`src/rtl/scd_pkg.sv`:
```
// Shared constants and types of the saddle corner detector.
// No dependencies.
package scd_pkg;

	localparam int MAX_COLS = 1024;
	localparam int MAX_ROWS = 1024;
	localparam int RADIUS = 2;
	localparam int WIN = 2 * RADIUS + 1;
	localparam int LINES = 2 * RADIUS;

	localparam int PIX_W = 16;
	localparam int DIM_W = 11;
	localparam int POS_W = 10;
	localparam int ADDR_W = $clog2(MAX_COLS);
	localparam int CNT_W = $clog2(MAX_ROWS * MAX_COLS + 1);
	localparam int LAG_W = $clog2(RADIUS * MAX_COLS + RADIUS + 1);
	localparam int WORD_W = LINES * PIX_W;
	localparam int OUT_TDATA_W = ((1 + 2 * POS_W + 7) / 8) * 8;

	localparam int ROWS_RESET = (MAX_ROWS < 1024) ? MAX_ROWS : 1024;
	localparam int COLS_RESET = (MAX_COLS < 1024) ? MAX_COLS : 1024;

	localparam int CFG_IDX_W = 2;
	localparam logic [CFG_IDX_W-1:0] REG_IMAGE_ROWS = 2'd0;
	localparam logic [CFG_IDX_W-1:0] REG_IMAGE_COLS = 2'd1;

	localparam logic KIND_PIXEL = 1'b0;
	localparam logic KIND_DRAIN = 1'b1;

	localparam int QUEUE_DEPTH = 4;

	typedef struct packed {
		logic                     take;
		logic                     emit;
		logic                     border;
		logic                     last;
		logic [ADDR_W-1:0]        addr;
		logic [POS_W-1:0]         row;
		logic [POS_W-1:0]         col;
		logic signed [PIX_W-1:0]  pixel;
	} cmd_t;

endpackage

```
`src/rtl/scd_queue.sv`:
```
// Command queue between the front end and the pixel pipeline.
// Small register FIFO, power-of-two depth. Uses scd_pkg.
module scd_queue (
	input  logic          clk,
	input  logic          arst_n,
	input  logic          push,
	input  scd_pkg::cmd_t push_cmd,
	output logic          full,
	input  logic          pop,
	output scd_pkg::cmd_t pop_cmd,
	output logic          empty
);
	import scd_pkg::*;

	localparam int PTR_W = $clog2(QUEUE_DEPTH);

	cmd_t             slot_q [QUEUE_DEPTH];
	logic [PTR_W-1:0] wr_ptr_q, rd_ptr_q;
	logic [PTR_W:0]   count_q;

	assign full = count_q == (PTR_W+1)'(QUEUE_DEPTH);
	assign empty = count_q == '0;
	assign pop_cmd = slot_q[rd_ptr_q];

	always_ff @(posedge clk) begin
		if (push) slot_q[wr_ptr_q] <= push_cmd;
	end

	always_ff @(posedge clk or negedge arst_n) begin
		if (!arst_n) begin
			wr_ptr_q <= '0;
			rd_ptr_q <= '0;
			count_q <= '0;
		end else begin
			if (push) wr_ptr_q <= wr_ptr_q + PTR_W'(1);
			if (pop) rd_ptr_q <= rd_ptr_q + PTR_W'(1);
			if (push && !pop) count_q <= count_q + (PTR_W+1)'(1);
			else if (pop && !push) count_q <= count_q - (PTR_W+1)'(1);
		end
	end

endmodule

```
`config.mk`:
```
export PLATFORM = sky130hd
export DESIGN_NAME = scd_queue
export DESIGN_NICKNAME = d
export VERILOG_FILES = /design/src/rtl/scd_pkg.sv /design/src/rtl/scd_queue.sv
export SDC_FILE = /design/constraint.sdc
export NUM_CORES = 1
export LEC_CHECK = 0
export ABC_AREA = 1
export ABC_CLOCK_PERIOD_IN_PS = 4400
export BUFFER_PORTS_ARGS = -buffer_cell sky130_fd_sc_hd__buf_4
export CORE_MARGIN = 3
export CORE_UTILIZATION = 62
export DETAILED_ROUTE_END_ITERATION = 8
export GPL_TIMING_DRIVEN = 0
export PLACE_DENSITY = 0.88
export SYNTH_ARGS = -nofsm -noshare
export SYNTH_HDL_FRONTEND = slang
export SYNTH_SLANG_ARGS = --single-unit
```
`constraint.sdc`:
```
create_clock -name clk -period 4.4 [get_ports clk]
set_input_delay 0.88 -clock clk [delete_from_list [all_inputs] [get_ports clk]]
set_output_delay 0.88 -clock clk [all_outputs]
set_load 0.005 [all_outputs]
```
; Word-level counts from Yosys, hierarchy flattened
; Memory sizes are Yosys's and may differ from the RTL's.
; Cells that the tools add are included.
[totals]
regBits = 7
ramBits = 200
inputBits = 54
output_inout_bits = 52
word_cells = 19
mem_count = 1
[op_classes]
add_sub_neg = 4
eq_ne = 1
mux = 4
reduce_logical = 6
[mem_list]
columns = memory, words, word_bits, read_ports, rd_ports_with_merged_regs, wr, line_no
row1 = slot_q, 4, 50, 1, 0, 1, scd_queue.sv:17  ; cmd_t slot_q [QUEUE_DEPTH];
[op_table]
columns = cell, n
row1 = $mux W3, 2
row2 = $add A2 B1 Y2 const B, 2
row3 = $add A3 B1 Y3 const B, 1
row4 = $eq A3 B3 Y1 const B, 1
row5 = $logic_not A3 Y1, 1
row6 = $sub A3 B1 Y3 const B, 1
row7 = $logic_and A1 B1 Y1, 2
row8 = $logic_not A1 Y1, 2
row9 = $mux W1, 2
row10 = $reduce_bool A2 Y1, 1

; Longest topological paths before layout
; Gate-level depths: netlist of run 1.
[depth]
depth_word = 4
mapped_depth = 9
ltp_nobuf = 9

; Least setup slack after synthesis of run 1
; No wires, ideal clock.
[synth_path]
path_type = input-to-reg
start = input port push
end = memory slot_q[0][0] in the netlist's numbering (enable)
setup_time_ns = 0.404
t_arrival_ns = 2.149
required_ns = 3.996
slack_ns = 1.846
stages = 3
path_buffers = 1
cell_sequence = clkbuf_1 -> nand2_1 -> inv_1
[synth_via]
elab_chain_len = 2
[synth_rtl]
columns = element, line_no
row1 = from (decl), scd_queue.sv:6  ; input logic push,
row2 = $mux W1, scd_queue.sv:26  ; if (push) slot_q[wr_ptr_q] <= push_cmd;
row3 = $mux W1 (implied by the code), scd_queue.sv:26
row4 = to (decl), scd_queue.sv:17
; Every way passes these cells.

==> results by group, run 1 <==
Outcome
  – Status: finished clean

Layout
  – # fillers: 720
  – Core Util, Final: 0.778
  – Non-filler cells, final: 947
  – Nets: just over 800
  – Layout cell share with drive strength beyond 1: 0.217
  – Synth-to-layout area growth: 20.6%
  – N_diodes: 0

Route
  – Final WL: 18100 um
  – DRC errors left: 0
  – Routed met3 length: around 1500 um
  – Met2 wire length: 9080 um
  – 1st-pass router iterations: 5
  – Routed Antenna Nets: 0
  – Met1 WL: 7070 um
  – Initial DRC count: between 500 and 600
  – Vias per cell: between 5 and 6
  – Routed WL per cell: 19.1 um
  – DR top layer: met4
  – Via Count: between 5000 and 6000

Clock network
  – CTS Root Cell: clkbuf_16
  – H-Tree Depth: 1
  – Clk sinks: between 200 and 250
  – Clk slew on worst S/H paths: 0.06 ns
  – Post-cts resize count: 0
  – Setup bufs post-CTS: 0
  – Hold Buf Count CTS: 0
  – CTS Buffer Depth: 3
  – Worst skew pair latency: roughly 0.47 ns
  – CTS tree: built
  – Number of CTS-inserted buffers: 20

Yosys
  – Synth Cell Area: between 8000 and 9000 um^2
  – Synth unique cells: 18
  – Register area share after synthesis: 0.747
  – Syn avg cell area: about 13 um^2
  – Syn. warnings: 0
  – Post-Syn Nets: roughly 690
  – Cells after synthesis: ~630
  – Yosys reg bits: between 200 and 250

Setup path
  – Crit end category: output port
  – Worst r2r path cells: 5
  – Critical path required time: 3.52 ns
  – Crit-path max FO: 10
  – Reg2Reg Setup Slack: between 2 and 3 ns
  – Worst r2r src: wr_ptr_q[0]
  – Setup CP Type: register to output port
  – CP max stage cell: clkbuf_1
  – Critical path origin: rd_ptr_q[1]
  – Critical-path cell list: buf_2 -> clkbuf_1 -> o211ai_1 -> nand2_1 -> buf_4
  – Critical Path AT: 1.95 ns
  – Worst path buffer plus inverter count: 3
  – CP top delay family: buffers and inverters
  – CP startpoint kind: register
  – Reg-to-reg endpoint: slot_q[0][9]
  – Max stage delay on crit path: about 0.47 ns

STA
  – Min Tclk post-route: between 2 and 3 ns
  – Tcrit/Tclk final: 0.643
  – Setup WS post-layout: roughly 1.6 ns
  – Max-Slew Margin vs Limit: 0.581
  – Max frequency: 354 MHz
  – Slew Viols, Final: 0
  – Setup TNS: 0 ns
  – Final setup vio count: 0
  – Worst-Margin Slew: 0.627 ns
  – Hold slack: 0.215 ns
  – RSZ-0062 raised after global routing: no
  – Worst Skew: 0.00801 ns
  – Final hold vios: 0

Floorplan
  – Die height: 122 um
  – Initial Util: 0.645
  – Die ar.: approximately 15000 um^2
  – DIE WIDTH: around 120 um
  – I/O Pins: roughly 110
  – Core area: about 13000 um^2
  – Rows: slightly above 40

Run
  – Max-cap violations: 0

Min path
  – Tightest Hold Check Type: primary input to async pin

Placed design
  – Place WS: around 2 ns
  – Post-DP HPWL: about 11000 um
  – GP Congestion: ~0.76
  – Buffers on Ports: roughly 110
  – Placed Cells: roughly 900

Power
  – Pwr dens: ~680 nW/um^2
  – Leak Pwr: between 4 and 5 nW
  – Maximum vdd ir drop: ~0.48 mV

Global route
  – Global route overflow: 0
  – Pin count of the biggest net entering global routing: 30
  – GRT Total Usage: 0.247
  – Number of global-route vias before repair: ~5400
  – First-pass GRT wire length: around 28000 um
  – Initial antenna violation count: 0
## per-layer routing
metal | vias to the layer above | global-route usage
met5 | - | 0
met4 | 0 | 0.0819
met3 | 48 | 0.0497
met2 | 271 | 0.415
met1 | 2642 | 0.328
li1 | 2436 | -
## cells in the mapped netlist (all sizes together)
cell type    n  area share
xor2         3      0.0032
nand4        1     0.00076
o21ai        1     0.00060
clkbuf       7      0.0032
inv        112       0.051
edfxtp     200        0.73
fa           1      0.0024
dfrtp        7       0.021
ha           5      0.0076
nand2      163       0.074
nand3        1     0.00060
o211ai     100       0.091
nor3         2      0.0012
buf         27       0.017
xnor2        1      0.0011
## worst reg2reg max path: stages (launching register included)
cell     delay, ns
dfrtp_1       0.42
inv_1         0.11
ha_1          0.16
nand2_1       0.06
inv_2         0.47
buf_12        0.30
## cell families after synthesis
group / Yosys count / synth area share
AOI/OAI and AO/OA: 101 / 0.0913
xor gates and xnor gates: 4 / 0.00423
adders and majority gates: 6 / 0.00998
buffers and inverters: 146 / 0.0713
DFF: 207 / 0.747
and+or+nand+nor: 167 / 0.0765
## layout by cell type, fill, tap and decap left out
cell type	count
edfxtp_1	200
nand2_1	163
buf_4	109
inv_1	107
o211ai_1	100
buf_2	22
clkbuf_16	21
clkbuf_1	10
dfrtp_1	7
inv_2	5
ha_1	5
clkinv_1	4
clkinv_2	4
buf_12	4
xor2_1	3
nor3_1	2
clkinv_4	2
buf_1	1
xnor2_1	1
o21ai_1	1
nand3_1	1
nand4_1	1
fa_1	1
bufinv_16	1
## area by class of cell
type / instances / area, um^2 / area share
Buffer: 34 / 170 / 0.0170
Clock buffer: 24 / 537 / 0.0538
Clock inverter: 11 / 82.6 / 0.00827
Inverter: 112 / 420 / 0.0421
Multi-Input combinational cell: 278 / 1510 / 0.151
Sequential cell: 207 / 6180 / 0.619
Tap cell: 172 / 215 / 0.0216
Timing Repair Buffer: 109 / 868 / 0.0870
## state kept, by name, summed over array words and instances, names as in the netlist
register and cells:
slot_q 200, count_q 3, rd_ptr_q 2, wr_ptr_q 2
## worst max path at each step
stage,cells after the start,endpoint,slack (ns)
6_report,5,pop_cmd[31],1.57
3_3_place_gp,4,slot_q[1][7],1.01
4_1_cts,5,pop_cmd[26],1.60
3_5_place_dp,5,slot_q[1][23],1.98
2_1_floorplan,3,slot_q[0][0],1.85
5_1_grt,5,pop_cmd[24],1.48
## per-stage QoR
stage	instance area [um^2]	total power, mW
6_report	9980	6.75
5_1_grt	9980	7.11
3_3_place_gp	9280	5.03
4_1_cts	9980	6.78
3_5_place_dp	9360	5.17
2_1_floorplan	8280	3.98
## power by group
part | internal [mW] | total (mW) | switching, mW
clock network | 0.929 | 1.60 | 0.673
logic | 0.984 | 2.46 | 1.47
registers | 2.58 | 2.69 | 0.112
total | 4.50 | 6.75 | 2.26
Power figures use the tool's default switching activity.
==> run 2, diff against run 1 <==
==> config.mk (replaced) <==
export PLATFORM = sky130hd
export DESIGN_NAME = scd_queue
export DESIGN_NICKNAME = d
export VERILOG_FILES = /design/src/rtl/scd_pkg.sv /design/src/rtl/scd_queue.sv
export SDC_FILE = /design/constraint.sdc
export NUM_CORES = 1
export LEC_CHECK = 0
export ABC_AREA = 0
export ABC_CLOCK_PERIOD_IN_PS = 2450
export BUFFER_PORTS_ARGS = -buffer_cell sky130_fd_sc_hd__buf_4
export CORE_MARGIN = 3
export CORE_UTILIZATION = 51
export DETAILED_ROUTE_END_ITERATION = 8
export GPL_TIMING_DRIVEN = 0
export PLACE_DENSITY = 0.78
export SYNTH_ARGS = -nofsm -noshare
export SYNTH_HDL_FRONTEND = slang
export SYNTH_SLANG_ARGS = --single-unit
==> constraint.sdc (replaced) <==
create_clock -name clk -period 2.45 [get_ports clk]
set_input_delay 0.49 -clock clk [delete_from_list [all_inputs] [get_ports clk]]
set_output_delay 0.49 -clock clk [all_outputs]
set_load 0.005 [all_outputs]
==> results by group, run 2 <==
Outcome
  – Status: finished clean

Route
  – Routed WL per cell: between 20 and 25 um
  – Routed Antenna Nets: 0
  – Vias per cell: between 5 and 6
  – DRC errors left: 0
  – 1st-pass router iterations: 4
  – Initial DRC count: roughly 190
  – Final WL: about 13000 um
  – Via Count: 3373

Yosys
  – Post-Syn Nets: between 300 and 400
  – Commonest cells post-synth: 200 x edfxtp_1, 48 x mux4_2, 7 x dfrtp_1
  – Synth Cell Area: 7670 um^2
  – Syn. warnings: 0
  – Main synth FF type: edfxtp_1
  – Yosys reg bits: approximately 210
  – Count leader, synth: edfxtp_1
  – Largest area contributor in the netlist: edfxtp_1
  – Fraction of registers with async set/reset: 0.0338
  – Cells after synthesis: around 300
  – Synth unique cells: 20
  – Register area share after synthesis: 0.806
  – Post-synth top area share: 0.783
  – Top cells by area, synth: edfxtp_1 78%, mux4_2 14%, dfrtp_1 2.3%
  – Syn avg cell area: 25.9 um^2
  – EDFF count, synth: 200

Global route
  – Initial antenna violation count: 0
  – GRT Total Usage: 0.160
  – Pin count of the biggest net entering global routing: 33
  – Global route overflow: 0
  – First-pass GRT wire length: just over 20000 um
  – Number of global-route vias before repair: approximately 3700

STA
  – Hold slack: 0.214 ns
  – Max frequency: 423 MHz
  – Max-Slew Margin vs Limit: 0.401
  – Tcrit/Tclk final: 0.966
  – Slew Viols, Final: 0
  – Final setup vio count: 0
  – Min Tclk post-route: about 2.4 ns
  – Setup TNS: 0 ns
  – Worst Skew: 0.00926 ns
  – Final hold vios: 0
  – RSZ-0062 raised after global routing: no
  – Worst-Margin Slew: 0.899 ns

Setup path
  – CP startpoint kind: register
  – Critical-path cell list: buf_6 -> buf_12 -> mux4_2 -> buf_4
  – Max stage delay on crit path: 0.54 ns
  – CP top delay family: multiplexers
  – Worst path buffer plus inverter count: 3
  – Critical Path AT: approximately 1.9 ns
  – CP max stage cell: mux4_2
  – Critical path required time: 1.96 ns
  – Crit-path max FO: 10
  – Reg2Reg Setup Slack: roughly 0.5 ns
  – Crit end category: output port
  – Setup CP Type: register to output port

Power
  – Final Total Pwr: 11.2 mW
  – Pwr dens: 1180 nW/um^2
  – Leak Pwr: approximately 3.3 nW
  – Maximum vdd ir drop: between 0.7 and 0.8 mV

Placed design
  – Buffers on Ports: about 110
  – GP Congestion: 0.670
  – Post-DP HPWL: slightly above 8000 um

Clock network
  – Setup bufs post-CTS: 0
  – H-Tree Depth: 1
  – CTS tree: built
  – Worst skew pair latency: between 0.4 and 0.5 ns
  – CTS Root Cell: clkbuf_16
  – Clk sinks: 207
  – CTS Buffer Depth: 3
  – Number of CTS-inserted buffers: 21
  – Clk slew on worst S/H paths: 0.06 ns

Layout
  – Most common cell after layout, fill and taps aside: edfxtp_1
  – N_diodes: 0
  – Layout cell share with drive strength beyond 1: 0.458
  – Commonest non-fill, non-tap cells in the layout: 200 x edfxtp_1, 105 x buf_4, 48 x mux4_2, 21 x clkbuf_16
  – Largest registers: slot_q: 200 flops, count_q: 3 flops
  – Synth-to-layout area growth: 23.5%
  – Nets: roughly 490
  – Max FFs per register: 200
  – Largest reg by FF count: slot_q

Floorplan
  – DIE WIDTH: 129 um
  – Core area: about 15000 um^2
  – I/O Pins: about 110
  – Die height: around 130 um
  – Rows: 44
  – Initial Util: 0.524
  – Die ar.: 16500 um^2

Min path
  – Tightest Hold Check Type: primary input to register

Run
  – Max-cap violations: 0
run 2: changes by cell type after synthesis, sizes merged, moves of 4 or more:
cell / before / now
nand2: 163 / 2
inv: 112 / 4
o211ai: 100 / 0
mux4: 0 / 50
buf: 27 / 11
clkbuf: 7 / 1
and2: 0 / 4
run 2: power by group:
part / switching [mW] / internal, mW
Combinational: 1.48 / 1.94
Sequential: 0.191 / 4.64
Clock: 1.19 / 1.77
run 2: cell type report:
cell class                 instances  area, um^2
fill                             976        5170
multi-input combinational         73        1340
tap                              184         230
timing repair buffer             111         921
clock buffer                      24         537
buffer                            11         146
inverter                           4        15.0
sequential                       207        6180
clock inverter                    11         103
run 2: through the flow:
step	utilization	cells	area [um^2]	setup WS [ns]
3_3_place_gp	0.593	585	8690	-0.677
4_1_cts	0.646	626	9470	-0.0893
5_1_grt	0.647	625	9470	0.00302
2_1_floorplan	-	296	7670	0.230
3_5_place_dp	0.602	590	8820	0.437
6_report	0.647	625	9470	0.0834
run 2: cell families after synthesis:
group | after synthesis | synth area share
AO/OA/AOI/OAI | 1 | 0.000652
XOR/XNOR | 6 | 0.00685
adder cells (fa/ha/maj) | 6 | 0.0108
buffers and inverters | 16 | 0.0202
flip-flops | 207 | 0.806
multiplexers | 51 | 0.149
AND/OR/NAND/NOR | 9 | 0.00636
run 2: final timing paths:
kind,start,endpoint,depth (start not counted)
max in group asynchronous,arst_n,wr_ptr_q[0],2
setup reg to reg,wr_ptr_q[1],slot_q[1][11],4
hold reg to reg,count_q[2],count_q[2],1
min in group asynchronous,arst_n,count_q[0],2
setup / recovery,rd_ptr_q[0],pop_cmd[1],4
hold / removal,push_cmd[37],slot_q[1][37],1
run 2: layer usage:
layer  GRT usage  share of wire  routed length (um)  vias up
met4      0.0383          0.018                 227        0
met1       0.214           0.41                5240     1733
met5           0              0                   0        -
met3      0.0374          0.071                 913       16
li1            -              -                   -     1519
met2       0.272           0.51                6540      105
run 2: worst register-to-register path: stages (launching register included):
cell,delay (ns)
dfrtp_1,0.40
inv_1,0.11
ha_1,0.16
and2_2,0.70
buf_12,0.28
run 2: timing repair:
action,CTS,global route
setup endpoints to repair,49,49
endpoints found under the hold margin,7,0
hold buffers,1,0
gates resized for setup,0,4
==> run 3, diff against run 2 <==
--- a/config.mk
+++ b/config.mk
@@ -9,10 +9,12 @@
 export ABC_CLOCK_PERIOD_IN_PS = 2450
 export BUFFER_PORTS_ARGS = -buffer_cell sky130_fd_sc_hd__buf_4
 export CORE_MARGIN = 3
-export CORE_UTILIZATION = 51
+export CORE_UTILIZATION = 53
+export CTS_BUF_LIST = sky130_fd_sc_hd__clkbuf_4 sky130_fd_sc_hd__clkbuf_8
+export CTS_CLUSTER_SIZE = 28
 export DETAILED_ROUTE_END_ITERATION = 8
 export GPL_TIMING_DRIVEN = 0
-export PLACE_DENSITY = 0.78
+export PLACE_DENSITY = 0.8
 export SYNTH_ARGS = -nofsm -noshare
 export SYNTH_HDL_FRONTEND = slang
 export SYNTH_SLANG_ARGS = --single-unit
==> results by group, run 3 (same netlist as run 2, synthesis figures left out) <==
Floorplan
  – Die height: about 130 um
  – I/O Pins: 106
  – Initial Util: 0.546
  – Core area: ~14000 um^2
  – DIE WIDTH: 126 um
  – Rows: 43
  – Die ar.: about 16000 um^2

Global route
  – Number of global-route vias before repair: 3774
  – GRT Total Usage: 0.166
  – Pin count of the biggest net entering global routing: 32
  – Global route overflow: 0
  – Initial antenna violation count: 0
  – First-pass GRT wire length: 20600 um

STA
  – Setup WS post-layout: 0.0791 ns
  – Min Tclk post-route: between 2 and 2.5 ns
  – Slew Viols, Final: 0
  – Final hold vios: 0
  – Final setup vio count: 0
  – Tcrit/Tclk final: 0.968
  – Max-Slew Margin vs Limit: 0.599
  – RSZ-0062 raised after global routing: yes
  – Worst-Margin Slew: 0.602 ns
  – Worst Skew: ~0.018 ns
  – Max frequency: 422 MHz
  – Hold slack: 0.153 ns

Min path
  – Worst Min Path Start: push_cmd[29]
  – Hold Path Stages: 1
  – Tightest Hold Check Type: primary input to register

Clock network
  – CTS tree: built
  – Clk slew on worst S/H paths: about 0.060 ns
  – Clk sinks: a little over 200
  – CTS Root Cell: clkbuf_8
  – H-Tree Depth: 1
  – CTS Buffer Depth: 3
  – Worst skew pair latency: between 0.5 and 0.6 ns
  – Number of CTS-inserted buffers: 30

Setup path
  – CP top delay family: multiplexers
  – CP max stage cell: mux4_2
  – Worst r2r path cells: 4
  – Worst path depth: 4
  – Worst r2r src: wr_ptr_q[0]
  – CP startpoint kind: register
  – Critical path origin: rd_ptr_q[0]
  – Setup CP Type: register to output port
  – Max stage delay on crit path: ~0.54 ns
  – Critical Path AT: between 1.5 and 2 ns
  – Critical path required time: a little under 2 ns
  – Crit-path max FO: 10
  – Crit end category: output port
  – Critical-path cell list: buf_8 -> buf_12 -> mux4_2 -> buf_6
  – Worst path buffer plus inverter count: 3

Placed design
  – Place WS: ~0.47 ns
  – Post-DP HPWL: slightly above 8000 um
  – Placed Cells: around 590
  – Buffers on Ports: around 110
  – GP Congestion: 0.685

Route
  – Routed Antenna Nets: 0
  – 1st-pass router iterations: 4
  – Initial DRC count: 290
  – DRC errors left: 0
  – Vias per cell: ~5.4
  – Via Count: between 3000 and 4000
  – Routed WL per cell: roughly 20 um
  – Final WL: between 10000 and 15000 um

Layout
  – N_diodes: 0
  – Layout cell share with drive strength beyond 1: 0.477
  – Largest registers: slot_q: 200 flops, count_q: 3 flops
  – Commonest non-fill, non-tap cells in the layout: 200 x edfxtp_1, 104 x buf_4, 48 x mux4_2, 30 x clkbuf_8, 15 x clkbuf_4
  – Non-filler cells, final: between 600 and 700
  – Core Util, Final: 0.666
  – Nets: around 500
  – Synth-to-layout area growth: 22.0%
  – Max FFs per register: 200
  – Most common cell after layout, fill and taps aside: edfxtp_1
  – Largest reg by FF count: slot_q

Outcome
  – Status: finished clean

Power
  – Leak Pwr: around 3.3 nW
  – Maximum vdd ir drop: between 0.6 and 0.7 mV
  – Pwr dens: 1150 nW/um^2

Run
  – Max-cap violations: 0
## run 3: layout make-up
type | count | area [um^2]
clock inverters | 12 | 53.8
fillers | 876 | 4680
flip-flops and latches | 207 | 6180
well taps | 180 | 225
repair buffers | 111 | 897
multi-input cells | 73 | 1340
clock buffers | 41 | 495
plain buffers | 11 | 153
inverters | 4 | 15.0
## run 3: per-layer routing
layer	vias to the layer above	GRT usage	part of all wire	wire length [um]
met2	128	0.279	0.53	6880
li1	1544	-	-	-
met1	1775	0.219	0.38	4960
met5	-	0	0	0
met4	0	0.0467	0.015	197
met3	19	0.0438	0.079	1030
## run 3: worst paths after layout
path / end / slack (ns)
worst max-delay path: pop_cmd[18] / 0.08
worst min-delay path: slot_q[0][29] / 0.15
worst max register to register: slot_q[0][5] / 0.62
worst min register to register: count_q[2] / 0.49
max in group asynchronous: rd_ptr_q[1] / 1.99
min in group asynchronous: count_q[0] / 0.33
## run 3: through the flow
stage	instance area, um^2	TNS [ns]	total power [mW]
after floorplan	7670	0	6.81
after global placement	8680	-137.55	8.24
after detailed placement	8770	0	8.35
after CTS	9330	-2.22	10.8
after global routing	9360	-0.0399	11.3
final	9360	0	10.7
## run 3: worst reg2reg max path, stage by stage (launching register included)
cell and delay (ns):
dfrtp_1 0.43, inv_1 0.11, ha_1 0.15, and2_2 0.52
buf_12 0.30
## run 3: where the power goes
part | internal, mW | leakage (nW) | switching (mW)
sequential | 4.64 | 1.92 | 0.193
clock | 1.30 | 0.295 | 1.17
combinational | 1.95 | 1.07 | 1.48
total | 7.89 | 3.28 | 2.84
## run 3: timing repair
item	in CTS	in global routing
hold buffers	1	0
endpoints found under the hold margin	7	0
setup endpoints to repair	49	48
setup buffers	0	1
resized for setup	1	8
