## src/rtl/scd_pkg.sv

```systemverilog
// Shared constants and types of the saddle corner detector.
// No dependencies.
package scd_pkg;

	localparam int MAX_COLS = 1024;
	localparam int MAX_ROWS = 1024;
	localparam int RADIUS = 2;
	localparam int WIN = 2 * RADIUS + 1;
	localparam int LINES = 2 * RADIUS;

	localparam int PIX_W = 16;
	localparam int DIM_W = 11;
	localparam int POS_W = 10;
	localparam int ADDR_W = $clog2(MAX_COLS);
	localparam int CNT_W = $clog2(MAX_ROWS * MAX_COLS + 1);
	localparam int LAG_W = $clog2(RADIUS * MAX_COLS + RADIUS + 1);
	localparam int WORD_W = LINES * PIX_W;
	localparam int OUT_TDATA_W = ((1 + 2 * POS_W + 7) / 8) * 8;

	localparam int ROWS_RESET = (MAX_ROWS < 1024) ? MAX_ROWS : 1024;
	localparam int COLS_RESET = (MAX_COLS < 1024) ? MAX_COLS : 1024;

	localparam int CFG_IDX_W = 2;
	localparam logic [CFG_IDX_W-1:0] REG_IMAGE_ROWS = 2'd0;
	localparam logic [CFG_IDX_W-1:0] REG_IMAGE_COLS = 2'd1;

	localparam logic KIND_PIXEL = 1'b0;
	localparam logic KIND_DRAIN = 1'b1;

	localparam int QUEUE_DEPTH = 4;

	typedef struct packed {
		logic                     take;
		logic                     emit;
		logic                     border;
		logic                     last;
		logic [ADDR_W-1:0]        addr;
		logic [POS_W-1:0]         row;
		logic [POS_W-1:0]         col;
		logic signed [PIX_W-1:0]  pixel;
	} cmd_t;

endpackage

```

## src/rtl/scd_front.sv

```systemverilog
// Front end: input and configuration handshakes, frame counters, border test.
// Emits one command per transfer that stores a pixel or releases a result. Uses scd_pkg.
module scd_front (
	input  logic                          clk,
	input  logic                          arst_n,
	input  logic                          s_tvalid,
	output logic                          s_tready,
	input  logic [scd_pkg::PIX_W-1:0]     s_tdata,
	input  logic                          s_tuser,
	input  logic                          cfg_valid,
	output logic                          cfg_ready,
	input  logic [scd_pkg::CFG_IDX_W-1:0] cfg_index,
	input  logic [scd_pkg::DIM_W-1:0]     cfg_data,
	output logic                          push,
	output scd_pkg::cmd_t                 push_cmd,
	input  logic                          full
);
	import scd_pkg::*;

	logic [DIM_W-1:0] rows_q, cols_q, in_col_q, emit_row_q, emit_col_q;
	logic [CNT_W-1:0] total_q, recv_q, done_q, done_inc;
	logic [LAG_W-1:0] lag;
	logic [DIM_W-1:0] cfg_clamped;
	logic             accept, all_in, take, emit, frame_done, border, cfg_known;

	function automatic logic [DIM_W-1:0] clamp_dim(input logic [DIM_W-1:0] v, input int hi);
		logic [DIM_W-1:0] r;
		r = v;
		if (r == '0) r = DIM_W'(1);
		if (int'(r) > hi) r = DIM_W'(hi);
		return r;
	endfunction

	assign cfg_ready = 1'b1;
	// register writes take priority, so input is held off while one is presented
	assign s_tready = !full && !cfg_valid;
	assign accept = s_tvalid && s_tready;
	assign cfg_known = (cfg_index == REG_IMAGE_ROWS) || (cfg_index == REG_IMAGE_COLS);
	assign cfg_clamped = clamp_dim(cfg_data,
		(cfg_index == REG_IMAGE_ROWS) ? MAX_ROWS : MAX_COLS);

	assign lag = LAG_W'(cols_q * RADIUS + RADIUS);
	assign all_in = recv_q >= total_q;
	assign take = !all_in && (s_tuser == KIND_PIXEL);
	assign emit = all_in ? (done_q < total_q)
		: (take && (({1'b0, done_q} + (CNT_W+1)'(lag)) <= {1'b0, recv_q}));
	assign done_inc = done_q + CNT_W'(1);
	assign frame_done = done_inc >= total_q;
	assign border = (emit_row_q < DIM_W'(RADIUS)) || (emit_col_q < DIM_W'(RADIUS))
		|| ((DIM_W+1)'(emit_row_q) + (DIM_W+1)'(RADIUS) >= (DIM_W+1)'(rows_q))
		|| ((DIM_W+1)'(emit_col_q) + (DIM_W+1)'(RADIUS) >= (DIM_W+1)'(cols_q));

	assign push = accept && (take || emit);
	always_comb begin
		push_cmd.take = take;
		push_cmd.emit = emit;
		push_cmd.border = border;
		push_cmd.last = (done_inc == total_q);
		push_cmd.addr = ADDR_W'(in_col_q);
		push_cmd.row = POS_W'(emit_row_q);
		push_cmd.col = POS_W'(emit_col_q);
		push_cmd.pixel = s_tdata;
	end

	always_ff @(posedge clk or negedge arst_n) begin
		if (!arst_n) begin
			rows_q <= DIM_W'(ROWS_RESET);
			cols_q <= DIM_W'(COLS_RESET);
			total_q <= CNT_W'(ROWS_RESET * COLS_RESET);
			recv_q <= '0;
			done_q <= '0;
			in_col_q <= '0;
			emit_row_q <= '0;
			emit_col_q <= '0;
		end else if (cfg_valid && cfg_ready) begin
			if (cfg_known) begin
				if (cfg_index == REG_IMAGE_ROWS) begin
					rows_q <= cfg_clamped;
					total_q <= CNT_W'(cfg_clamped) * CNT_W'(cols_q);
				end else begin
					cols_q <= cfg_clamped;
					total_q <= CNT_W'(rows_q) * CNT_W'(cfg_clamped);
				end
				recv_q <= '0;
				done_q <= '0;
				in_col_q <= '0;
				emit_row_q <= '0;
				emit_col_q <= '0;
			end
		end else if (accept) begin
			if (take) begin
				recv_q <= recv_q + CNT_W'(1);
				if (in_col_q + DIM_W'(1) >= cols_q) in_col_q <= '0;
				else in_col_q <= in_col_q + DIM_W'(1);
			end
			if (emit) begin
				if (frame_done) begin
					recv_q <= '0;
					done_q <= '0;
					in_col_q <= '0;
					emit_row_q <= '0;
					emit_col_q <= '0;
				end else begin
					done_q <= done_inc;
					if (emit_col_q + DIM_W'(1) >= cols_q) begin
						emit_col_q <= '0;
						emit_row_q <= emit_row_q + DIM_W'(1);
					end else begin
						emit_col_q <= emit_col_q + DIM_W'(1);
					end
				end
			end
		end
	end

endmodule

```

## config.mk

```make
export PLATFORM = sky130hd
export DESIGN_NAME = scd_front
export DESIGN_NICKNAME = d
export VERILOG_FILES = /design/src/rtl/scd_pkg.sv /design/src/rtl/scd_front.sv
export SDC_FILE = /design/constraint.sdc
export NUM_CORES = 1
export LEC_CHECK = 0
export ABC_AREA = 0
export BUFFER_PORTS_ARGS = -buffer_cell sky130_fd_sc_hd__buf_2
export CORE_MARGIN = 8
export CORE_UTILIZATION = 55
export DETAILED_ROUTE_END_ITERATION = 8
export PLACE_DENSITY = 0.84
export SLEW_MARGIN = 20
export SYNTH_ARGS = -nofsm -noshare
export SYNTH_HDL_FRONTEND = slang
export SYNTH_SLANG_ARGS = --single-unit
```

## constraint.sdc

```tcl
create_clock -name clk -period 17.8 [get_ports clk]
set_clock_uncertainty 0.15 [all_clocks]
set_input_delay 2.67 -clock clk [delete_from_list [all_inputs] [get_ports clk]]
set_output_delay 2.67 -clock clk [all_outputs]
set_load 0.005 [all_outputs]
```

; ---- Yosys cells after proc, flatten, opt, wreduce, memory -nomap -nowiden
; Cells that the tools add are included.
[totals]
ff_bits = 118
latch_bits = 0
mem_bits_rw = 0
mem_bits_ro = 0
inputBits = 35
out_inout_bits = 53
wordCells = 90
n_memories = 0
[classes]
n_addsub = 9
multipliers = 2
div = 0
order_cmp = 11
eq_ne = 3
shift = 0
n_mux = 31
bitwise_logic = 2
n_reduce_logical = 24
[ops]
columns = op, n
row1 = $mux 21, 11
row2 = $mux 11, 19
row3 = $add 21x1->21 const B, 2
row4 = $ge 21x21->1, 2
row5 = $mul 11x11->21, 2
row6 = $add 11x1->11 const B, 3
row7 = $add 11x2->12 const B, 2
row8 = $ge 12x11->1, 2
row9 = $add 21x12->22, 1
row10 = $ge 11x11->1, 2
row11 = $le 22x21->1, 1
row12 = $lt 11x2->1 const B, 2
row13 = $eq 21x21->1, 1
row14 = $lt 21x21->1, 1
row15 = $add 12x2->12 const B, 1
row16 = $gt 11x11->1 const B, 1
row17 = $logic_not 11->1, 1
row18 = $reduce_and 3->1, 3
row19 = $logic_and 1x1->1, 5
row20 = $logic_or 1x1->1, 5
row21 = $reduce_and 2->1, 2
row22 = $reduce_and 4->1, 1
row23 = $reduce_bool 2->1, 2
row24 = $logic_not 1->1, 3
row25 = 6 further kinds, 7

; ---- Depth between registers and ports, before layout
; Gate-level depths: netlist (run 1).
[depth]
ltp_word = 8
ltp_mapped = 29
depth_no_buf = 26

; ---- Least setup slack after synthesis (run 1)
; No wires, ideal clock.
[synth_timing]
path_kind = in2reg
startpoint = in cfg_data[6] in the netlist's numbering
endpoint = reg total_q[20]
setup_ps = 77
arrival_ps = 8854
required_ps = 17573
slack_ps = 8720
stages = 25
n_path_buf = 2
cell_sequence = nor4_1 > nand3_1 > o21ai_0 > and2_1 > clkbuf_1 > clkbuf_1 > nand2_1 > fa_1 > fa_1 > fa_1 > inv_1 > fa_1 > inv_1 > fa_1 > inv_1 > ha_1 > or3_1 > o21a_1 > a21oi_1 > nor2_1 > o21a_1 > o41ai_1 > a211o_1 > o22ai_1 > a21o_1
[synth_between]
elab_chain_len = 6
elab_cells_between_ends = 7
classes_between = mul: 2 / order compare: 1 / mux: 3 / reduce/logical: 1
[synth_rtl]
columns = item, line_no
row1 = from (decl), scd_front.sv:13  ; input logic [scd_pkg::DIM_W-1:0] cfg_data,
row2 = $logic_not 11->1, scd_front.sv:29  ; if (r == '0) r = DIM_W'(1);
row3 = $mux 11 *, scd_front.sv:29
row4 = $gt 11x11->1, scd_front.sv:30  ; if (int'(r) > hi) r = DIM_W'(hi);
row5 = $mux 11 *, scd_front.sv:30
row6 = $mul 11x11->21 (on tied branches), "scd_front.sv:82, scd_front.sv:79"
row7 = $mux 21 *, scd_front.sv:77  ; if (cfg_index == REG_IMAGE_ROWS) begin
row8 = to (signal assigned), scd_front.sv:69  ; total_q <= CNT_W'(ROWS_RESET * COLS_RESET);
row9 = to (signal assigned), scd_front.sv:79  ; total_q <= CNT_W'(cfg_clamped) * CNT_W'(cols_q);
row10 = to (signal assigned), scd_front.sv:82  ; total_q <= CNT_W'(rows_q) * CNT_W'(cfg_clamped);
row11 = to (decl), scd_front.sv:21  ; logic [CNT_W-1:0] total_q, recv_q, done_q, done_inc;
; Every way passes the cells marked *; elsewhere a longest branch is shown, timed or not.
; A chain may end at the register's enable or synchronous reset.

; ---- Final worst setup path (run 1)
[layout_timing]
startpoint = in cfg_data[9] in the netlist's numbering
endpoint = reg total_q[20]
; Same word-level chain as after synthesis.

==> results.json, run 1 <==
{
  "maxCapViolations": 0,
  "critPathMaxStageDelay_ps": 610,
  "cp.required_ps": 18020,
  "ir_drop_mv": 0.103,
  "worstHoldStart": "total_q[3]$_DFFE_PN0P_",
  "ys_seq_area_share_pct": 16.3,
  "powerDensity_nw_per_um2": 79.2,
  "reg2reg_depth": 24,
  "setup_viol": 0,
  "dpl.hpwl_mm": 36.6,
  "post_cts_buffers": 0,
  "port_buffers": 54,
  "maxSlewViolCount": 0,
  "gr-total-overflow": 0,
  "final.setup.tns_ps": 0,
  "grt_usage_pct": 25.5,
  "r2r-start": "cols_q[2]$_DFFE_PN0P_",
  "syn_area_sq_um": 18200,
  "cts_tree": "built",
  "antennaDiodeCount": 0,
  "syn_nets": 2591,
  "ant_nets": 0,
  "hold_end": "total_q[3]$_DFFE_PN0P_",
  "cts_htree_levels": 4,
  "cts_resized": 0,
  "final_hold_viol_count": 0,
  "post-route-drc-count": 0,
  "syn_area_per_cell_sq_um": 8.52,
  "min_delay_path_depth": 2,
  "dp_slack_ps": 8070,
  "slew_headroom_pct": 33.1,
  "die_h_microns": 198,
  "nets": 2539,
  "syn_inst": 2134,
  "grt_pass1_vias": 16100,
  "drive_above_1_share_pct": 6.40,
  "crit_type": "in -> reg",
  "dr.pass1.iters": 6,
  "synthDistinctLibCells": 71,
  "synth_area_leader_cell": "ha_1",
  "synth_area_leaders": "ha_1, fa_1, dfrtp_1, inv_1, and2_1",
  "cp_max_fo": 25,
  "cts_buffers": 17,
  "areaGrowthSynthToFinish_pct": 4.55,
  "finalPower_mw": 1.51,
  "async_reset_ff_share_pct": 100,
  "place.gp.congestion": 0.923,
  "path_buf_inv": 5,
  "start_util_pct": 55.9,
  "layout_commonest_cell": "inv_1",
  "cp_top_family": "adder cells",
  "slowest_stage": "and2_1",
  "yosysWarnings": 0,
  "wl_per_cell_microns": 19.2,
  "clk_latency_ps": 440,
  "core_sq_um": 32500,
  "cts_buffer_depth": 2,
  "reg2reg_setup_slack_ps": 10700,
  "grt_pass1_wl_mm": 80.6,
  "critical_path_arrival_ps": 9550,
  "rr_endpoint": "emit_row_q[2]$_DFFE_PN0P_",
  "run_status": "completed",
  "antenna_found_initial": 1,
  "clk_pin_slew_ps": 60,
  "die_x_microns": 198,
  "grt_max_degree": 74,
  "clock_sinks": 118,
  "synth_ff_type": "dfrtp_1",
  "period_share_pct": 52.4,
  "max_freq_mhz": 107,
  "root_buffer": "clkbuf_16",
  "die_area_sq_um": 39100,
  "num-fill-cells": 2807,
  "rsz0062_at_grt": "no",
  "wirelength_mm": 48.8,
  "fin_ws_ps": 8470,
  "via_per_inst": 6.02,
  "period_needed_ps": 9330,
  "hold_path.class": "reg -> reg",
  "synth_seq_cells": 118,
  "crit_path_start_kind": "primary input",
  "first_iter_violations": 1273,
  "synth_edf_count": 0,
  "io_pins": 88,
  "p_leak_nw": 9.76,
  "vias": 15300,
  "cts-hold-fix-buffers": 0,
  "yosys.area.top_type_share_pct": 18.1,
  "tightest_slew_ps": 1000,
  "endpoint_kind": "flop",
  "std_cell_rows": 66,
  "crit_top_cell": "fa_1",
  "mostFrequentLayoutCells": "inv_1, ha_1, nand2_1, fa_1, and2_1"
}
==> routing by layer <==
metal  up-vias  global-route usage [%]  share of wire [%]
met1      7448                    31.2                 39
met4         0                    13.4                5.0
li1       6948                       -                  -
met3       163                    4.01                7.8
met2       702                    43.1                 48
met5         -                       0                  0
==> cells in the mapped netlist (all sizes together) (44+ instances only) <==
cell,count
and2,131
buf,56
a21oi,80
o21ai,94
nand2,198
nand3,73
dfrtp,115
clkbuf,88
ha,263
xnor2,86
and3,44
inv,276
nor2,96
fa,159
==> metrics by stage <==
| stage | instances | utilization (%) | area (sq um) | hold WS (ps) |
|---|---|---|---|---|
| floorplan | 2134 | - | 18200 | 300 |
| global placement | 2505 | 56.6 | 18400 | 322 |
| detailed placement | 2505 | 56.6 | 18400 | 327 |
| CTS | 2537 | 58.4 | 19000 | 341 |
| global route | 2537 | 58.4 | 19000 | 365 |
| finish | 2537 | 58.4 | 19000 | 336 |
==> worst register-to-register path: cells and delay by family, from the launching register on <==
family | cells | cell delay (ps)
AOI/OAI and AO/OA | 10 | 2210
xor gates and xnor gates | 2 | 450
adders and majority gates | 2 | 660
and+or+nand+nor | 8 | 1720
buffers and inverters | 2 | 900
DFF | 1 | 880
==> sequential cells by signal, indices dropped and copies added, names as in the netlist <==
name and flops:
done_q 21, rows_q 11, emit_row_q 11, total_q 21, in_col_q 11, cols_q 11
recv_q 21, emit_col_q 11
==> worst max-delay path by stage <==
stage	start	endpoint	cells after the start	slack, ps
after floorplan	cfg_data[6]	total_q[20]$_DFFE_PN1P_	25	8720
after global placement	cfg_data[4]	total_q[20]$_DFFE_PN1P_	25	8340
after detailed placement	cfg_data[4]	total_q[20]$_DFFE_PN1P_	25	8070
after CTS	cfg_data[4]	total_q[20]$_DFFE_PN1P_	25	8540
after global routing	cfg_data[4]	total_q[20]$_DFFE_PN1P_	26	8150
final	cfg_data[9]	total_q[20]$_DFFE_PN1P_	25	8470
==> cell families (layout without fill, tap and decap cells) <==
group,count (synthesis),after routing,synth area share [%]
compound gates,336,336,11.9
xor+xnor,125,125,6.02
fa+ha+maj,422,422,35.6
buf+inv,420,381,9.74
flops,118,118,16.3
mux,18,18,1.08
other cells,1,1,0.0206
simple gates,694,694,19.4
==> cell type report <==
type	instances	area, sq um	share of cell area, %
multi-input cells	1596	13500	70.8
flip-flops and latches	118	2960	15.6
inverters	276	1040	5.45
well taps	442	553	2.91
clock buffers	18	429	2.26
repair buffers	73	415	2.18
clock inverters	14	153	0.803
==> report_power, final <==
part / total (mW) / internal, mW / switching, mW / leakage, nW
Combinational: 0.787 / 0.320 / 0.467 / 7.92
Sequential: 0.368 / 0.301 / 0.0670 / 1.57
Clock: 0.351 / 0.207 / 0.144 / 0.273
Total: 1.51 / 0.828 / 0.678 / 9.76
Note: power is estimated with default switching activity, not from simulation.
==> inputs of run 2 (changes only) <==
Clock period 17.8 ns to 9 ns, I/O delays scaled along.
==> results.json, run 2 (same netlist as run 1, synthesis figures left out) <==
{
  "run_status": "completed",
  "fin_util_pct": 58.6,
  "layout_commonest_cell": "inv_1",
  "gr-total-overflow": 0,
  "powerDensity_nw_per_um2": 156,
  "cts_buffer_depth": 2,
  "period_needed_ps": 7850,
  "tightest_slew_ps": 1000,
  "ant_nets": 0,
  "dr.pass1.iters": 5,
  "io_pins": 88,
  "wirelength_mm": 48.3,
  "areaGrowthSynthToFinish_pct": 4.80,
  "hold_path.class": "reg -> reg",
  "grt_usage_pct": 25.0,
  "final.setup.tns_ps": 0,
  "root_buffer": "clkbuf_16",
  "nets": 2544,
  "die_x_microns": 198,
  "p_seq_share_pct": 24.4,
  "dpl.hpwl_mm": 37.2,
  "critical_path_arrival_ps": 7980,
  "period_share_pct": 87.3,
  "crit_path_start_kind": "primary input",
  "mostFrequentLayoutCells": "inv_1, ha_1, nand2_1, fa_1, and2_1",
  "post-route-drc-count": 0,
  "placed_cells": 2509,
  "whs_ps": 340,
  "grt_pass1_vias": 15800,
  "cts_tree": "built",
  "final_hold_viol_count": 0,
  "ir_drop_mv": 0.169,
  "reg2reg_setup_slack_ps": 2080,
  "grt_pass1_wl_mm": 78.8,
  "start_util_pct": 55.9,
  "dp_slack_ps": 779,
  "switching_power_mw": 1.32,
  "slew_headroom_pct": 32.6,
  "vias": 15300,
  "clk_pin_slew_ps": 60,
  "cts-hold-fix-buffers": 0,
  "cts_htree_levels": 4,
  "max_freq_mhz": 127,
  "intPower_mw": 1.65,
  "post_cts_buffers": 0,
  "antenna_found_initial": 0,
  "p_leak_nw": 9.80,
  "core_sq_um": 32500,
  "via_per_inst": 6.01,
  "port_buffers": 54,
  "register_area_sq_um": 2960,
  "first_iter_violations": 1131,
  "cp_max_fo": 15,
  "rsz0062_at_grt": "no",
  "maxCapViolations": 0,
  "endpoint_kind": "flop",
  "grt_max_degree": 73,
  "num-fill-cells": 2744,
  "maxSlewViolCount": 0,
  "crit_type": "in -> reg",
  "wl_per_cell_microns": 19.0,
  "pwr-share-clk_pct": 22.9,
  "clock_sinks": 118,
  "multi_input_area_sq_um": 13500,
  "cp.required_ps": 9120,
  "top_regs": "done_q x21, recv_q x21, total_q x21",
  "antennaDiodeCount": 0,
  "cts_buffers": 17,
  "std_cell_rows": 66,
  "stdcell_count": 2541,
  "place.gp.congestion": 0.975,
  "cts_resized": 0,
  "setup_viol": 0,
  "clk_latency_ps": 430,
  "drive_above_1_share_pct": 6.43,
  "p_comb_share_pct": 52.8,
  "p_sw_share_pct": 44.4,
  "die_h_microns": 198,
  "die_area_sq_um": 39100,
  "fin_ws_ps": 1150
}
## run 2: cell types whose count changed in the layout (fill, tap and decap cells not counted)
cell        delta
clkinvlp_4     -3
clkbuf_8       +2
clkbuf_1       +3
buf_16         +1
buf_4          +4
inv_6          -3
clkinv_4       -1
clkinv_2       +1
## run 2: per-layer routing
layer	GRT usage, %	vias to the layer above	share of wire [%]
met2	42.8	663	48
met1	30.0	7450	40
met5	0	-	0
met4	12.3	0	4.8
li1	-	6974	-
met3	4.43	172	7.0
## run 2: power groups by stage
stage	Combinational (mW)	Clock (mW)	Sequential, mW
final	1.57	0.679	0.724
after global routing	1.77	0.707	0.732
after CTS	1.56	0.684	0.719
after detailed placement	1.54	0	0.728
after global placement	1.46	0	0.725
after floorplan	1.18	0	0.650
## run 2: final cells by class
| class | instances | area share [%] |
|---|---|---|
| Timing Repair Buffer | 78 | 2.48 |
| Multi-Input combinational cell | 1596 | 70.7 |
| Clock inverter | 8 | 0.525 |
| Clock buffer | 23 | 2.46 |
| Tap cell | 442 | 2.90 |
| Sequential cell | 118 | 15.5 |
| Inverter | 276 | 5.44 |
## run 2: through the flow
step                      power, mW  cell area, sq um
after floorplan                1.83             18200
after global placement         2.19             18500
after detailed placement       2.26             18500
after CTS                      2.96             19000
after global routing           3.21             19100
final                          2.97             19100
## run 2: path summary, 6_finish.rpt
| path | cells past startpoint | to | start |
|---|---|---|---|
| max in group asynchronous | 2 | emit_col_q[3]$_DFFE_PN0P_ | arst_n |
| max | 24 | total_q[18]$_DFFE_PN0P_ | cfg_data[4] |
| min in group asynchronous | 1 | done_q[14]$_DFFE_PN0P_ | arst_n |
| min | 2 | total_q[1]$_DFFE_PN0P_ | total_q[1]$_DFFE_PN0P_ |
| min reg2reg | 2 | total_q[1]$_DFFE_PN0P_ | total_q[1]$_DFFE_PN0P_ |
| max reg2reg | 24 | emit_row_q[2]$_DFFE_PN0P_ | cols_q[3]$_DFFE_PN0P_ |
## run 2: critical path, stage by stage
cell and delay [ps]:
buf_2 160, nor4_1 250, nand3_1 140, o21ai_1 170, and2_1 610, nand2_1 200, fa_1 610, fa_1 440
fa_1 490, inv_1 50, fa_1 530, inv_1 50, fa_1 530, inv_1 40, ha_1 210, or3_1 390
o21a_1 240, a21oi_1 260, nor2_1 70, o21a_1 190, o41ai_1 610, xnor2_1 140, mux2i_1 160, a21oi_1 80
==> inputs of run 3 (changes only) <==
Settings changed: CELL_PAD_IN_SITES_DETAIL_PLACEMENT set to 1, CELL_PAD_IN_SITES_GLOBAL_PLACEMENT set to 1, CORE_UTILIZATION 55 to 49, PLACE_DENSITY 0.84 to 0.94.
==> results.json, run 3 (same netlist as run 1, synthesis figures left out) <==
{
  "grt_pass1_wl_mm": 112,
  "ant_nets": 0,
  "multi_input_area_sq_um": 13500,
  "dp_slack_ps": 365,
  "post-route-drc-count": 0,
  "dpl.hpwl_mm": 48.8,
  "run_status": "completed",
  "vias": 17000,
  "grt_usage_pct": 32.9,
  "cts_buffers": 17,
  "grt_max_degree": 66,
  "final.setup.tns_ps": 0,
  "post_cts_buffers": 0,
  "mostFrequentLayoutCells": "inv_1, ha_1, nand2_1, fa_1, and2_1",
  "clk_pin_slew_ps": 60,
  "wirelength_mm": 71.9,
  "root_buffer": "clkbuf_16",
  "ir_drop_mv": 0.165,
  "cts_resized": 0,
  "via_per_inst": 6.60,
  "std_cell_rows": 70,
  "wl_per_cell_microns": 28.0,
  "rsz0062_at_grt": "no",
  "clk_latency_ps": 450,
  "num-fill-cells": 4290,
  "fin_ws_ps": 389,
  "first_iter_violations": 1593,
  "crit_path_start_kind": "primary input",
  "die_area_sq_um": 43500,
  "cp.required_ps": 9240,
  "crit_type": "in -> reg",
  "io_pins": 88,
  "maxSlewViolCount": 0,
  "max_freq_mhz": 116,
  "start_util_pct": 49.7,
  "hold_path.class": "reg -> reg",
  "endpoint_kind": "flop",
  "cts_htree_levels": 4,
  "antennaDiodeCount": 0,
  "cts-hold-fix-buffers": 0,
  "drive_above_1_share_pct": 6.71,
  "port_buffers": 54,
  "antenna_found_initial": 0,
  "grt_pass1_vias": 19100,
  "critPathLaunch": "cfg_data[4]",
  "cts_tree": "built",
  "layout_commonest_cell": "inv_1",
  "critical_path_arrival_ps": 8850,
  "dr.pass1.iters": 6,
  "p_leak_nw": 9.82,
  "areaGrowthSynthToFinish_pct": 5.30,
  "cp_max_fo": 24,
  "clock_sinks": 118,
  "maxCapViolations": 0,
  "die_x_microns": 209,
  "place.gp.congestion": 0.906,
  "tightest_slew_ps": 1060,
  "core_sq_um": 36600,
  "register_area_sq_um": 2960,
  "nets": 2546,
  "cts_buffer_depth": 2,
  "gr-total-overflow": 0,
  "slew_headroom_pct": 29.0,
  "powerDensity_nw_per_um2": 175,
  "die_h_microns": 209,
  "final_hold_viol_count": 0,
  "whs_ps": 409,
  "r2r-start": "cols_q[3]$_DFFE_PN0P_",
  "setup_viol": 0,
  "period_needed_ps": 8610,
  "worstHoldStart": "total_q[2]$_DFFE_PN0P_",
  "period_share_pct": 95.7,
  "top_regs": "done_q x21, recv_q x21, total_q x21"
}
## run 3: cell types whose count changed in the layout (fill, tap and decap cells not counted), sizes merged
cell	delta
clkinvlp	+2
buf	+2
bufinv	+1
clkbuf	+1
clkinv	-4
## run 3: metrics by stage
stage          util [%]  instance area, sq um  instances  total power, mW
4_1_cts            52.3                 19100       2569             3.27
5_1_grt            52.3                 19100       2569             3.51
2_1_floorplan         -                 18200       2134             1.83
6_report           52.3                 19100       2569             3.36
3_5_place_dp       50.6                 18500       2538             2.42
3_3_place_gp       50.6                 18500       2538             2.22
## run 3: power by group
part | internal [mW] | switching [mW]
Clock | 0.470 | 0.281
Sequential | 0.596 | 0.141
Combinational | 0.685 | 1.18
Total | 1.75 | 1.61
## run 3: path summary, 6_finish.rpt
check | slack (ps) | cells after the start | endpoint
max in group asynchronous | 6390 | 2 | cols_q[6]$_DFFE_PN0P_
setup reg to reg | 1290 | 24 | emit_col_q[2]$_DFFE_PN0P_
setup / recovery | 390 | 25 | total_q[20]$_DFFE_PN1P_
min in group asynchronous | 870 | 1 | total_q[13]$_DFFE_PN0P_
hold reg to reg | 410 | 2 | total_q[2]$_DFFE_PN0P_
hold / removal | 410 | 2 | total_q[2]$_DFFE_PN0P_
## run 3: metal layers
metal	vias up	share of wire [%]	GRT usage (%)
met1	8345	35	36.1
met2	1180	47	54.2
met3	482	9.4	8.67
li1	6958	-	-
met5	-	0	0
met4	0	9.0	25.5
## run 3: area by class of cell
type	count	area share, %
multi-input cells	1596	70.4
inverters	276	5.41
clock buffers	24	2.62
well taps	468	3.06
clock inverters	7	0.614
flip-flops and latches	118	15.4
repair buffers	80	2.44
## run 3: worst max-delay path: stages
cell,delay (ps)
buf_2,170
nor4_1,250
nand3_1,170
o21ai_1,170
buf_4,270
and2_1,500
nand2_1,170
fa_1,560
fa_1,560
inv_1,70
fa_1,460
fa_1,540
inv_1,80
fa_1,550
inv_1,60
ha_1,350
a21oi_1,220
o21ai_0,200
a21oi_1,310
nor2_1,100
o21a_1,210
o41ai_1,850
nor2_1,240
o22ai_1,280
a21o_1,130
